`src/stx_ack_etx_response_deframer_assert.svh`:
```
// Assertion macros shared by the response deframer modules.
`ifndef STX_ACK_ETX_RESPONSE_DEFRAMER_ASSERT_SVH
`define STX_ACK_ETX_RESPONSE_DEFRAMER_ASSERT_SVH

// Same-cycle implication, checked outside reset.
`define STXD_ASSERT_NOW(name, pre, post, msg) \
  name: assert property (@(posedge clk) disable iff (rst) (pre) |-> (post)) else $error(msg);

// Next-cycle implication, checked outside reset.
`define STXD_ASSERT_NEXT(name, pre, post, msg) \
  name: assert property (@(posedge clk) disable iff (rst) (pre) |=> (post)) else $error(msg);

`endif

```
`src/stxd_pkg.sv`:
```
// Types, byte codes and status codes of the STX/ACK/ETX response deframer.
package stxd_pkg;

  localparam int MAX_PAYLOAD_DEFAULT = 256;

  localparam logic [7:0] BYTE_STX = 8'h02;
  localparam logic [7:0] BYTE_ETX = 8'h03;
  localparam logic [7:0] BYTE_ACK = 8'h06;
  localparam logic [7:0] BYTE_NAK = 8'h15;

  localparam logic [1:0] ST_OK       = 2'd0;
  localparam logic [1:0] ST_TIMEOUT  = 2'd1;
  localparam logic [1:0] ST_OOD      = 2'd2;
  localparam logic [1:0] ST_RESP_ERR = 2'd3;

  typedef enum logic [2:0] {
    PH_WAIT_STX = 3'd0,
    PH_WAIT_ACK = 3'd1,
    PH_PAYLOAD  = 3'd2,
    PH_DONE     = 3'd3,
    PH_ABORT    = 3'd4
  } phase_t;

  typedef struct packed {
    logic       mode;
    logic [7:0] rx_byte;
  } item_t;

  typedef struct packed {
    logic       is_status;
    logic [7:0] payload_byte;
    logic [7:0] payload_index;
    logic [1:0] frame_status;
    logic       nak_seen;
    logic       payload_overflow;
    logic [8:0] payload_length;
  } result_t;

  // Result of one accepted item, handed from the frame tracker to the output stage.
  typedef struct packed {
    logic    valid;
    result_t data;
  } frame_out_t;

endpackage

```
`src/stxd_frame.sv`:
```
// Frame tracker: phase state, error and payload counters, and per-item result.
module stxd_frame #(
  parameter int MAX_PAYLOAD = stxd_pkg::MAX_PAYLOAD_DEFAULT
) (
  input  logic                clk,
  input  logic                rst,
  input  logic                accept,
  input  stxd_pkg::item_t     item,
  output stxd_pkg::frame_out_t frame_out
);

  `include "stx_ack_etx_response_deframer_assert.svh"

  localparam logic [8:0] PayloadLimit = (MAX_PAYLOAD > 511) ? 9'd511 : 9'(MAX_PAYLOAD);

  stxd_pkg::phase_t phase, phase_next;
  logic [1:0] framing_errors, framing_errors_next;
  logic       nak_flag, nak_flag_next;
  logic       response_error_flag, response_error_flag_next;
  logic [8:0] payload_count, payload_count_next;
  logic       overflow_flag, overflow_flag_next;

  logic [1:0] slot_errs_base;
  logic       slot_bad;
  logic [1:0] slot_errs;
  logic       slot_abort;
  logic       room;

  // The acknowledge slot is judged either on its own byte or, when the start
  // byte was missing, on the first byte after one framing error is counted.
  always_comb begin
    slot_errs_base = (phase == stxd_pkg::PH_WAIT_STX) ? 2'(framing_errors + 2'd1)
                                                      : framing_errors;
    slot_bad   = (item.rx_byte != stxd_pkg::BYTE_ACK) && (item.rx_byte != stxd_pkg::BYTE_NAK);
    slot_errs  = (slot_bad && slot_errs_base != 2'd3) ? 2'(slot_errs_base + 2'd1)
                                                      : slot_errs_base;
    slot_abort = slot_errs > 2'd1;
    room       = payload_count < PayloadLimit;
  end

  always_comb begin
    phase_next               = phase;
    framing_errors_next      = framing_errors;
    nak_flag_next            = nak_flag;
    response_error_flag_next = response_error_flag;
    payload_count_next       = payload_count;
    overflow_flag_next       = overflow_flag;
    if (accept) begin
      if (item.mode) begin
        phase_next               = stxd_pkg::PH_WAIT_STX;
        framing_errors_next      = 2'd0;
        nak_flag_next            = 1'b0;
        response_error_flag_next = 1'b0;
        payload_count_next       = 9'd0;
        overflow_flag_next       = 1'b0;
      end else begin
        case (phase)
          stxd_pkg::PH_WAIT_STX, stxd_pkg::PH_WAIT_ACK: begin
            if (phase == stxd_pkg::PH_WAIT_STX && item.rx_byte == stxd_pkg::BYTE_STX) begin
              phase_next = stxd_pkg::PH_WAIT_ACK;
            end else begin
              framing_errors_next = slot_errs;
              if (slot_abort) begin
                phase_next               = stxd_pkg::PH_ABORT;
                response_error_flag_next = 1'b1;
              end else begin
                phase_next = stxd_pkg::PH_PAYLOAD;
              end
              if (item.rx_byte == stxd_pkg::BYTE_NAK) begin
                nak_flag_next = 1'b1;
              end
            end
          end
          stxd_pkg::PH_PAYLOAD: begin
            if (item.rx_byte == stxd_pkg::BYTE_ETX) begin
              phase_next = stxd_pkg::PH_DONE;
            end else if (!room) begin
              overflow_flag_next = 1'b1;
            end else begin
              payload_count_next = 9'(payload_count + 9'd1);
            end
          end
          stxd_pkg::PH_DONE: begin
            response_error_flag_next = 1'b1;
            phase_next               = stxd_pkg::PH_ABORT;
          end
          default: begin
          end
        endcase
      end
    end
  end

  always_comb begin
    frame_out      = '0;
    if (item.mode) begin
      frame_out.data.is_status        = 1'b1;
      frame_out.data.payload_overflow = overflow_flag;
      frame_out.data.payload_length   = payload_count;
      case (phase)
        stxd_pkg::PH_WAIT_STX: frame_out.data.frame_status = stxd_pkg::ST_TIMEOUT;
        stxd_pkg::PH_WAIT_ACK, stxd_pkg::PH_PAYLOAD: begin
          frame_out.data.frame_status = stxd_pkg::ST_OOD;
        end
        stxd_pkg::PH_DONE: begin
          frame_out.data.frame_status = response_error_flag ? stxd_pkg::ST_RESP_ERR
                                                            : stxd_pkg::ST_OK;
          frame_out.data.nak_seen     = nak_flag;
        end
        default: begin
          frame_out.data.frame_status = stxd_pkg::ST_RESP_ERR;
          frame_out.data.nak_seen     = nak_flag;
        end
      endcase
      frame_out.valid = accept;
    end else begin
      frame_out.data.payload_byte  = item.rx_byte;
      frame_out.data.payload_index = payload_count[7:0];
      frame_out.valid = accept && phase == stxd_pkg::PH_PAYLOAD
                        && item.rx_byte != stxd_pkg::BYTE_ETX && room;
    end
  end

  always_ff @(posedge clk) begin
    if (rst) begin
      phase               <= stxd_pkg::PH_WAIT_STX;
      framing_errors      <= 2'd0;
      nak_flag            <= 1'b0;
      response_error_flag <= 1'b0;
      payload_count       <= 9'd0;
      overflow_flag       <= 1'b0;
    end else begin
      phase               <= phase_next;
      framing_errors      <= framing_errors_next;
      nak_flag            <= nak_flag_next;
      response_error_flag <= response_error_flag_next;
      payload_count       <= payload_count_next;
      overflow_flag       <= overflow_flag_next;
    end
  end

  `STXD_ASSERT_NOW(a_abort_flags, phase == stxd_pkg::PH_ABORT, response_error_flag,
                   "aborted frame without response error flag")
  `STXD_ASSERT_NOW(a_count_limit, 1'b1, payload_count <= PayloadLimit,
                   "payload count beyond limit")
  `STXD_ASSERT_NEXT(a_status_rearms, accept && item.mode,
                    phase == stxd_pkg::PH_WAIT_STX && payload_count == 9'd0,
                    "end of data did not rearm")

endmodule

```
`src/stx_ack_etx_response_deframer.sv`:
```
// Top level of the STX/ACK/ETX response deframer with its output register and skid stage.
//
//   Channel   Direction  Handshake                 Payload
//   item      in         item_valid / item_stall   stxd_pkg::item_t (mode, rx_byte)
//   result    out        result_valid / result_stall  stxd_pkg::result_t
//
// One transaction is accepted per cycle while item_stall is low. The frame state is updated at
// the accepting edge, and the item's result is registered at that edge in the output register or skid.
// Reset (rst, synchronous) rearms the frame tracker and empties the output register and skid.
// A stalled result is held; one more result lands in the skid stage, and item_stall rises only
// while the skid stage is full, so the input side never waits on a combinational stall path.
module stx_ack_etx_response_deframer #(
  parameter int MAX_PAYLOAD = stxd_pkg::MAX_PAYLOAD_DEFAULT
) (
  input  logic               clk,
  input  logic               rst,
  input  logic               item_valid,
  output logic               item_stall,
  input  stxd_pkg::item_t    item,
  output logic               result_valid,
  input  logic               result_stall,
  output stxd_pkg::result_t  result
);

  `include "stx_ack_etx_response_deframer_assert.svh"

  stxd_pkg::frame_out_t frame_out;
  logic                 accept;
  logic                 take;
  logic                 skid_valid;
  stxd_pkg::result_t    skid;

  // Input is held off only while the skid stage already holds a waiting result.
  assign item_stall = skid_valid;
  assign accept     = item_valid && !item_stall;
  assign take       = result_valid && !result_stall;

  stxd_frame #(
    .MAX_PAYLOAD(MAX_PAYLOAD)
  ) u_frame (
    .clk      (clk),
    .rst      (rst),
    .accept   (accept),
    .item     (item),
    .frame_out(frame_out)
  );

  // The output register refills from the skid stage first, so results keep their order.
  // A new result only arrives while the skid stage is empty.
  always_ff @(posedge clk) begin
    if (rst) begin
      result_valid <= 1'b0;
      skid_valid   <= 1'b0;
    end else if (!result_valid || take) begin
      if (skid_valid) begin
        result_valid <= 1'b1;
        skid_valid   <= 1'b0;
      end else begin
        result_valid <= frame_out.valid;
      end
    end else if (frame_out.valid) begin
      skid_valid <= 1'b1;
    end
  end

  always_ff @(posedge clk) begin
    if (!result_valid || take) begin
      result <= skid_valid ? skid : frame_out.data;
    end
    if (result_valid && !take && frame_out.valid) begin
      skid <= frame_out.data;
    end
  end

  `STXD_ASSERT_NOW(a_skid_behind_out, skid_valid, result_valid,
                   "skid stage full while output register empty")
  `STXD_ASSERT_NEXT(a_skid_catches, result_valid && result_stall && frame_out.valid,
                    skid_valid, "held result overrun without skid capture")
  `STXD_ASSERT_NEXT(a_skid_drains, take && skid_valid, result_valid && !skid_valid,
                    "skid stage did not move into output register")

endmodule
```
`config.mk`:
```
export PLATFORM = sky130hd
export DESIGN_NAME = stx_ack_etx_response_deframer
export DESIGN_NICKNAME = d
export VERILOG_FILES = /design/src/stxd_pkg.sv /design/src/stxd_frame.sv /design/src/stx_ack_etx_response_deframer.sv
export VERILOG_INCLUDE_DIRS = /design/src /design/src/src
export SDC_FILE = /design/constraint.sdc
export NUM_CORES = 1
export LEC_CHECK = 0
export BUFFER_PORTS_ARGS = -buffer_cell sky130_fd_sc_hd__buf_2
export CAP_MARGIN = 20
export CORE_MARGIN = 3
export CORE_UTILIZATION = 60
export DETAILED_ROUTE_END_ITERATION = 6
export PLACE_DENSITY = 0.91
export SKIP_LAST_GASP = 1
export SYNTH_ARGS = -nofsm -noshare
export SYNTH_HDL_FRONTEND = slang
export SYNTH_SLANG_ARGS = --single-unit
```
`constraint.sdc`:
```
create_clock -name clk -period 6.5 [get_ports clk]
set_input_delay 0.975 -clock clk [delete_from_list [all_inputs] [get_ports clk]]
set_output_delay 0.975 -clock clk [all_outputs]
set_load 0.01 [all_outputs]
```
==> results.cfg, run 1 <==
[grt]
grtUsageTotal_pct = 22.5
grt.overflow.total = 0
grt_max_degree = 39
grt_pass1_vias = 2145
grt_pass1_wl_microns = 11100
antenna_found_initial = 0

[final_layout]
drive_gt1_share_pct = 30.9
nets = 326
mostFrequentLayoutCell = edfxtp_1
design_area_sq_um = 3920
final_cells = 387
antenna_cells = 0
area_delta_synth_final_pct = 13.7
fillers = 348
final_cell_mix = edfxtp_1, buf_2, mux2_2

[setup_path]
critPathLaunchType = input port
required_ns = 6.50
arrival_ns = 2.82
crit_chain = buf_2 > inv_1 > nor2_1 > nor2_1 > nor2_2 > buf_4
cpMostUsedCell = nor2_1
endpoint_kind = flip-flop
critPathBufInv = 3
crit_family = buffers and inverters
r2r-start = item_stall
critPathMaxFanout = 38
critical_path_class = input port to flip-flop
crit_slowest_cell = buf_2
cpPeakStageDelay_ns = 0.49
critPathLaunch = item[8]

[clocking]
cts_setup_buffers = 0
cts_sinks = 79
cts_resized = 0
clk_path_buf_depth = 2
root_buffer = clkbuf_8
clkLatencyLatePin_ns = 0.34
holdBufCountCts = 0
cts_tree = built
cts-htree-levels = 3
cts_inserted_buffers = 9
clkTransAtPathRegs_ns = 0.08

[power]
power.density_nw_per_um2 = 254
leakagePower_nw = 1.51
ir_worst_vdd_mv = 0.175

[sta]
period_needed_ns = 2.82
tns_ns = 0
fmax_mhz = 354
slew_headroom_pct = 58.5
fin_hold_ws_ns = 0.478
timing_worst_slew_pin_value_ns = 0.623
hold_viol = 0
slew_violations = 0
fin_ws_ns = 3.68
finalCritPeriodShare_pct = 43.4
worst_clock_skew_ns = 0.0115
rsz0062_at_grt = false
finalSetupViolCount = 0

[routing]
drt_pass1_iterations = 4
vias = 2308
antenna_left = 0
drc_errors = 0
routed_wl_microns = 6680
drt-initial-drc-count = 209
vias_per_cell = 5.96
wl_per_cell_microns = 17.3

[yosys]
synth_top_area_share_pct = 52.2
synth_area_leader_cell = edfxtp_1
syn_nets = 283
synth-async-reset-ratio_pct = 0
synth_top_flop_cell = edfxtp_1
syn_area_sq_um = 3450
synth_seq_area_share_pct = 63.2
synth-edff-count = 60
avgSynthCellArea_sq_um = 12.8
ys_seq_elements = 79
ys_warn_count = 0
syn-instance-count = 269
synth.area.top_cells = edfxtp_1, dfxtp_1, mux2_2, nor2b_1, nor2_1
ys_types = 46

[place]
place_ws_ns = 3.34
placed_area_sq_um = 3730
portBuffers = 44
gp_congestion = 0.868
hpwlAfterDp_microns = 4310
dpl.cell_count = 371

[hold_path]
hold_start = u_frame.nak_flag
min_path_type = flip-flop to flip-flop

[die]
die_x_microns = 81.8
die_y_microns = 81.8
fp-row-count = 26
core_sq_um = 5340
dieArea_sq_um = 6700
boundaryPins = 45
start_util_pct = 64.7

[flow_run]
drv_cap = 0

[outcome]
status = finished, final reports clean
==> final timing paths <==
path / cells after the start / endpoint / slack, ns
setup / recovery: 6 / skid[16] / 3.68
hold / removal: 1 / u_frame.nak_flag / 0.48
setup reg to reg: 6 / skid[16] / 4.19
hold reg to reg: 1 / u_frame.nak_flag / 0.48
==> cells in the mapped netlist (4+ instances only) <==
master,n
dfxtp_1,19
clkbuf_1,11
mux2_2,28
or3_1,4
edfxtp_1,60
nor2_1,25
and2_1,10
o21ai_0,6
o22ai_1,4
nand2_1,15
xor2_1,5
nor2b_1,17
a21oi_1,9
nor3_1,7
==> worst register-to-register path, stage by stage, from the launching register on <==
cell and delay, ns:
dfxtp_1 0.35, buf_4 0.27, nand2b_1 0.24, nor2_1 0.45
nor2_1 0.17, nor2_2 0.11, buf_4 0.37
==> final cells by class <==
cell class | count | area (sq um) | share of cell area, %
well taps | 70 | 87.6 | 2.23
multi-input cells | 172 | 1200 | 30.6
repair buffers | 47 | 243 | 6.19
inverters | 3 | 11.3 | 0.287
clock buffers | 9 | 124 | 3.16
flip-flops and latches | 79 | 2180 | 55.6
clock inverters | 7 | 73.8 | 1.88
==> state kept, by name (all words and copies together) (netlist names), 2 cells and up <==
register and cells:
u_frame.framing_errors 2, u_frame.phase 3, u_frame.payload_count 9, result 30, skid 30
==> cells by family after synthesis <==
kind of cell / after synthesis / synth area share [%]
adder cells (fa/ha/maj): 3 / 0.943
AO/OA/AOI/OAI: 39 / 8.23
flip-flops: 79 / 63.2
multiplexers: 30 / 9.72
AND/OR/NAND/NOR: 95 / 14.6
XOR/XNOR: 5 / 1.27
buffers and inverters: 18 / 1.99
==> power by group <==
| part | internal (W) | total, W | switching (W) |
|---|---|---|---|
| combinational | 0.0000281 | 0.0000715 | 0.0000434 |
| clock | 0.000178 | 0.000359 | 0.000181 |
| sequential | 0.000557 | 0.000566 | 0.00000874 |
==> layer usage <==
layer	vias up	part of all wire, %	GRT usage, %
met5	-	0	0
met4	0	1.0	8.47
met3	6	6.5	3.95
met2	93	49	35.5
met1	1126	44	31.3
li1	1083	-	-
==> stage by stage <==
stage          total power (W)  util [%]
2_1_floorplan         0.000621         -
3_3_place_gp          0.000644      69.8
4_1_cts               0.000996      73.5
5_1_grt                0.00103      73.5
6_report              0.000996      73.5
3_5_place_dp          0.000647      69.8
Note: power is estimated with default switching activity, not from simulation.
==> run 2: changes to the inputs <==
Settings changed: CORE_UTILIZATION 60 to 51, PLACE_DENSITY 0.91 to 0.84.
Clock period 6.5 ns to 2.4 ns, I/O delays scaled along.
==> results.cfg, run 2 (synthesized netlist as in run 1, its figures left out) <==
[final_layout]
top_regs = result: 30 flops, skid: 30 flops, u_frame.payload_count: 9 flops
drive_gt1_share_pct = 32.5
final_cell_mix = edfxtp_1, buf_2, mux2_2
mostFrequentLayoutCell = edfxtp_1
antenna_cells = 0
fillers = 519
area_delta_synth_final_pct = 15.3
nets = 335

[power]
switchingPower_w = 0.000611
leakagePower_nw = 1.54
p_int_w = 0.00199
power_frac_comb_pct = 7.9
power.density_nw_per_um2 = 654
pwr-share-clk_pct = 33.5
power_frac_seq_pct = 58.6
ir_worst_vdd_mv = 0.236
sw_frac_of_total_pct = 23.5
p_total_w = 0.00260

[grt]
grt_max_degree = 38
grt_pass1_wl_microns = 10200
antenna_found_initial = 0
grt_pass1_vias = 2091
grt_use_met2_pct = 26.2
gr-max-usage-layer = met2
grtUsageMet3_pct = 3.54
grtUsageMet1_pct = 24.5
grtUsageTotal_pct = 17.3
grt.overflow.total = 0

[sta]
finalSetupViolCount = 0
worst_clock_skew_ns = 0.00551
rsz0062_at_grt = false
fmax_mhz = 503
tns_ns = 0
fin_ws_ns = 0.412
timing_worst_slew_pin_value_ns = 0.867
finalCritPeriodShare_pct = 82.8
period_needed_ns = 1.99
slew_violations = 0
hold_viol = 0
slew_headroom_pct = 42.0

[routing]
drc_errors = 0
vias_per_cell = 5.55
drt_pass1_iterations = 4
routed_wl_microns = 6240
drt-initial-drc-count = 121
wl_per_cell_microns = 15.5
antenna_left = 0
vias = 2237

[setup_path]
endpoint_kind = flip-flop
critPathLaunchType = flip-flop
worst-r2r-cell-count = 4
cpPeakStageDelay_ns = 0.67
crit_chain = nor3b_1 > o211a_1 > nor2_1 > nor2_4
required_ns = 2.37
critical_path_class = flip-flop to flip-flop
arrival_ns = 1.96
critPathMaxFanout = 30
crit_slowest_cell = nor2_4

[die]
dieArea_sq_um = 7790
boundaryPins = 45
start_util_pct = 53.4
die_y_microns = 88.3
fp-row-count = 29
die_x_microns = 88.3
core_sq_um = 6460

[clocking]
clkTransAtPathRegs_ns = 0.08
cts_inserted_buffers = 9
clk_path_buf_depth = 2
holdBufCountCts = 0
cts_tree = built
cts-htree-levels = 3
cts_sinks = 79
cts_resized = 0
cts_setup_buffers = 0
clkLatencyLatePin_ns = 0.34
root_buffer = clkbuf_8

[hold_path]
min_path_type = input port to flip-flop
worstHoldPathCells = 2

[place]
place_ws_ns = 0.273
gp_congestion = 0.813
portBuffers = 44
hpwlAfterDp_microns = 4160

[flow_run]
drv_cap = 0

[outcome]
status = finished, final reports clean
[run 2: per-stage QoR]
stage               cells  hold slack, ns  cell area, sq um  util, %
detailed placement    387           0.462              3810     59.0
global route          403           0.337              3980     61.6
CTS                   403           0.312              3980     61.6
global placement      387           0.455              3810     59.0
finish                403           0.329              3980     61.6
floorplan             269           0.432              3460        -
[run 2: per-layer routing]
metal	share of wire, %	wire length (microns)	up-vias
li1	-	-	1099
met1	49	3030	1064
met2	45	2820	65
met3	4.6	287	9
met4	1.6	101	0
met5	0	0	-
[run 2: layout make-up]
class                      count  area [sq um]  area share, %
inverter                       3          11.3          0.283
clock inverter                 6          35.0          0.880
sequential                    79          2180           54.8
clock buffer                  10           138           3.46
timing repair buffer          56           310           7.80
multi-input combinational    172          1210           30.3
tap                           77          96.3           2.42
[run 2: power groups by stage]
stage          Sequential, W  Combinational (W)  Clock (W)
6_report             0.00153           0.000205   0.000871
5_1_grt              0.00153           0.000228   0.000942
4_1_cts              0.00153           0.000205   0.000884
3_5_place_dp         0.00156           0.000205          0
3_3_place_gp         0.00156           0.000200          0
2_1_floorplan        0.00157           0.000109          0
[run 2: worst max-delay path, delay by kind of cell, from the launching register on]
kind | cells | cell delay (ns)
AO/OA/AOI/OAI | 1 | 0.23
flip-flops | 1 | 0.33
AND/OR/NAND/NOR | 3 | 1.06
[run 2: path summary, 6_finish.rpt]
| path | slack, ns | end | start |
|---|---|---|---|
| setup / recovery | 0.41 | skid[26] | u_frame.phase[0] |
| hold / removal | 0.33 | u_frame.phase[0] | rst |
| setup reg to reg | 0.41 | skid[26] | u_frame.phase[0] |
| hold reg to reg | 0.48 | u_frame.nak_flag | u_frame.nak_flag |
==> run 3: changes to the inputs <==
Settings changed: ABC_AREA from default to 1, CORE_UTILIZATION 51 to 57, PLACE_DENSITY 0.84 to 0.88.
Clock period 2.4 ns to 2 ns, I/O delays scaled along.
==> results.cfg, run 3 <==
[routing]
drc_errors = 0
drt_pass1_iterations = 5
vias_per_cell = 5.39
wl_per_cell_microns = 14.6
vias = 2746
antenna_left = 0
drt-initial-drc-count = 308
routed_wl_microns = 7410

[yosys]
synth_common_cells = nand2_1, edfxtp_1, inv_1
syn_area_sq_um = 3470
synth.area.top_cells = edfxtp_1, nand2_1, dfxtp_1, inv_1, nor2_1
syn-instance-count = 382
ys_seq_elements = 79
synth-edff-count = 60
synth_area_leader_cell = edfxtp_1
ys_types = 27
synth_top_area_share_pct = 51.9
synth_most_common_cell = nand2_1
synth-async-reset-ratio_pct = 0
ys_warn_count = 0
syn_nets = 396
synth_top_flop_cell = edfxtp_1
synth_seq_area_share_pct = 62.9
avgSynthCellArea_sq_um = 9.09

[die]
die_x_microns = 84.0
boundaryPins = 45
start_util_pct = 60.8
die_y_microns = 84.0
dieArea_sq_um = 7060
core_sq_um = 5710
fp-row-count = 27

[setup_path]
critPathLaunchType = flip-flop
critical_path_class = flip-flop to flip-flop
cpPeakStageDelay_ns = 0.36
crit_chain = inv_1 > nor2_2 > nand2_2 > o21ai_2 > nand3_2 > nand2_2 > inv_2 > nor2_4 > buf_12
critPathMaxFanout = 22
cpMostUsedCell = nand2_2
arrival_ns = 1.89
crit_slowest_cell = dfxtp_1
required_ns = 2.05
endpoint_kind = flip-flop

[sta]
finalCritPeriodShare_pct = 91.8
fmax_mhz = 544
hold_viol = 0
period_needed_ns = 1.84
slew_violations = 0
slew_headroom_pct = 61.5
fin_hold_ws_ns = 0.273
rsz0062_at_grt = false
worst_clock_skew_ns = 0.00878
timing_worst_slew_pin_value_ns = 0.574
finalSetupViolCount = 0
tns_ns = 0

[grt]
grtUsageTotal_pct = 21.4
grt_max_degree = 45
antenna_found_initial = 0
grt_pass1_vias = 2574
grt_pass1_wl_microns = 12100
grt.overflow.total = 0

[clocking]
clk_path_buf_depth = 2
cts_setup_buffers = 0
cts_tree = built
cts_resized = 0
holdBufCountCts = 0
cts_inserted_buffers = 9
cts-htree-levels = 3
cts_sinks = 79
root_buffer = clkbuf_8
clkLatencyLatePin_ns = 0.34
clkTransAtPathRegs_ns = 0.08

[flow_run]
drv_cap = 0

[final_layout]
drive_gt1_share_pct = 17.6
final_cell_mix = nand2_1, edfxtp_1, inv_1, buf_2, nor2_1
nets = 446
mostFrequentLayoutCell = nand2_1
antenna_cells = 0
top_regs = result: 30 flops, skid: 30 flops, u_frame.payload_count: 9 flops
area_delta_synth_final_pct = 15.5

[place]
hpwlAfterDp_microns = 4980
portBuffers = 44
gp_congestion = 0.932

[hold_path]
min_path_type = input port to flip-flop

[outcome]
status = finished, final reports clean

[power]
power.density_nw_per_um2 = 871
leakagePower_nw = 1.85
ir_worst_vdd_mv = 0.415
-- run 3: cell count changes after synthesis, moves of 4 or more --
cell / previous run / this run
nor2b_1: 17 / 0
or3_1: 4 / 0
and2_1: 10 / 0
inv_1: 3 / 45
o22ai_1: 4 / 0
o21ai_0: 6 / 16
nand2_1: 15 / 126
mux2_2: 28 / 0
a21oi_1: 9 / 16
nor2_1: 25 / 42
nand3_1: 3 / 22
-- run 3: path summary, 6_finish.rpt --
path                            cells after the start                     endpoint                   startpoint  slack, ns
worst max register to register                      9                     skid[27]             u_frame.phase[1]       0.16
worst min-delay path                                2     u_frame.payload_count[7]                          rst       0.27
worst max-delay path                                9                     skid[27]             u_frame.phase[1]       0.16
worst min register to register                      2  u_frame.response_error_flag  u_frame.response_error_flag       0.47
-- run 3: cell families after synthesis --
logic type / synth area share [%]
and+or+nand+nor: 23.8
DFF: 62.9
buffers and inverters: 6.74
AOI/OAI and AO/OA: 5.73
xor gates and xnor gates: 0.505
adders and majority gates: 0.360
-- run 3: report_power, final --
group | internal (W) | switching (W) | total (W)
logic | 0.000116 | 0.000241 | 0.000357
clock network | 0.000701 | 0.000558 | 0.00126
registers | 0.00185 | 0.0000284 | 0.00187
-- run 3: area by class of cell --
type / count / area [sq um]
flip-flops and latches: 79 / 2180
multi-input cells: 243 / 1060
clock buffers: 12 / 135
inverters: 48 / 180
fillers: 385 / 1700
clock inverters: 4 / 70.1
well taps: 72 / 90.1
repair buffers: 51 / 285
-- run 3: routing by layer --
layer | global-route usage [%] | vias up | routed length [microns]
li1 | - | 1329 | -
met1 | 28.0 | 1271 | 3170
met2 | 35.7 | 119 | 3540
met3 | 3.26 | 27 | 467
met4 | 8.63 | 0 | 234
met5 | 0 | - | 0
-- run 3: per-stage QoR --
| stage | setup slack, ns | instances | instance area, sq um | total power, W | utilization, % |
|---|---|---|---|---|---|
| 2_1_floorplan | 0.0155 | 382 | 3480 | 0.00213 | - |
| 3_3_place_gp | 0.346 | 493 | 3800 | 0.00225 | 66.6 |
| 3_5_place_dp | 0.251 | 493 | 3800 | 0.00226 | 66.6 |
| 4_1_cts | 0.203 | 509 | 4010 | 0.00348 | 70.2 |
| 5_1_grt | 0.0417 | 509 | 4010 | 0.00360 | 70.2 |
| 6_report | 0.163 | 509 | 4010 | 0.00349 | 70.2 |
-- run 3: critical path, delay by kind of cell (launching register included) --
family | cells | cell delay [ns]
and+or+nand+nor | 5 | 0.69
buffers and inverters | 3 | 0.31
DFF | 1 | 0.36
AOI/OAI and AO/OA | 1 | 0.17
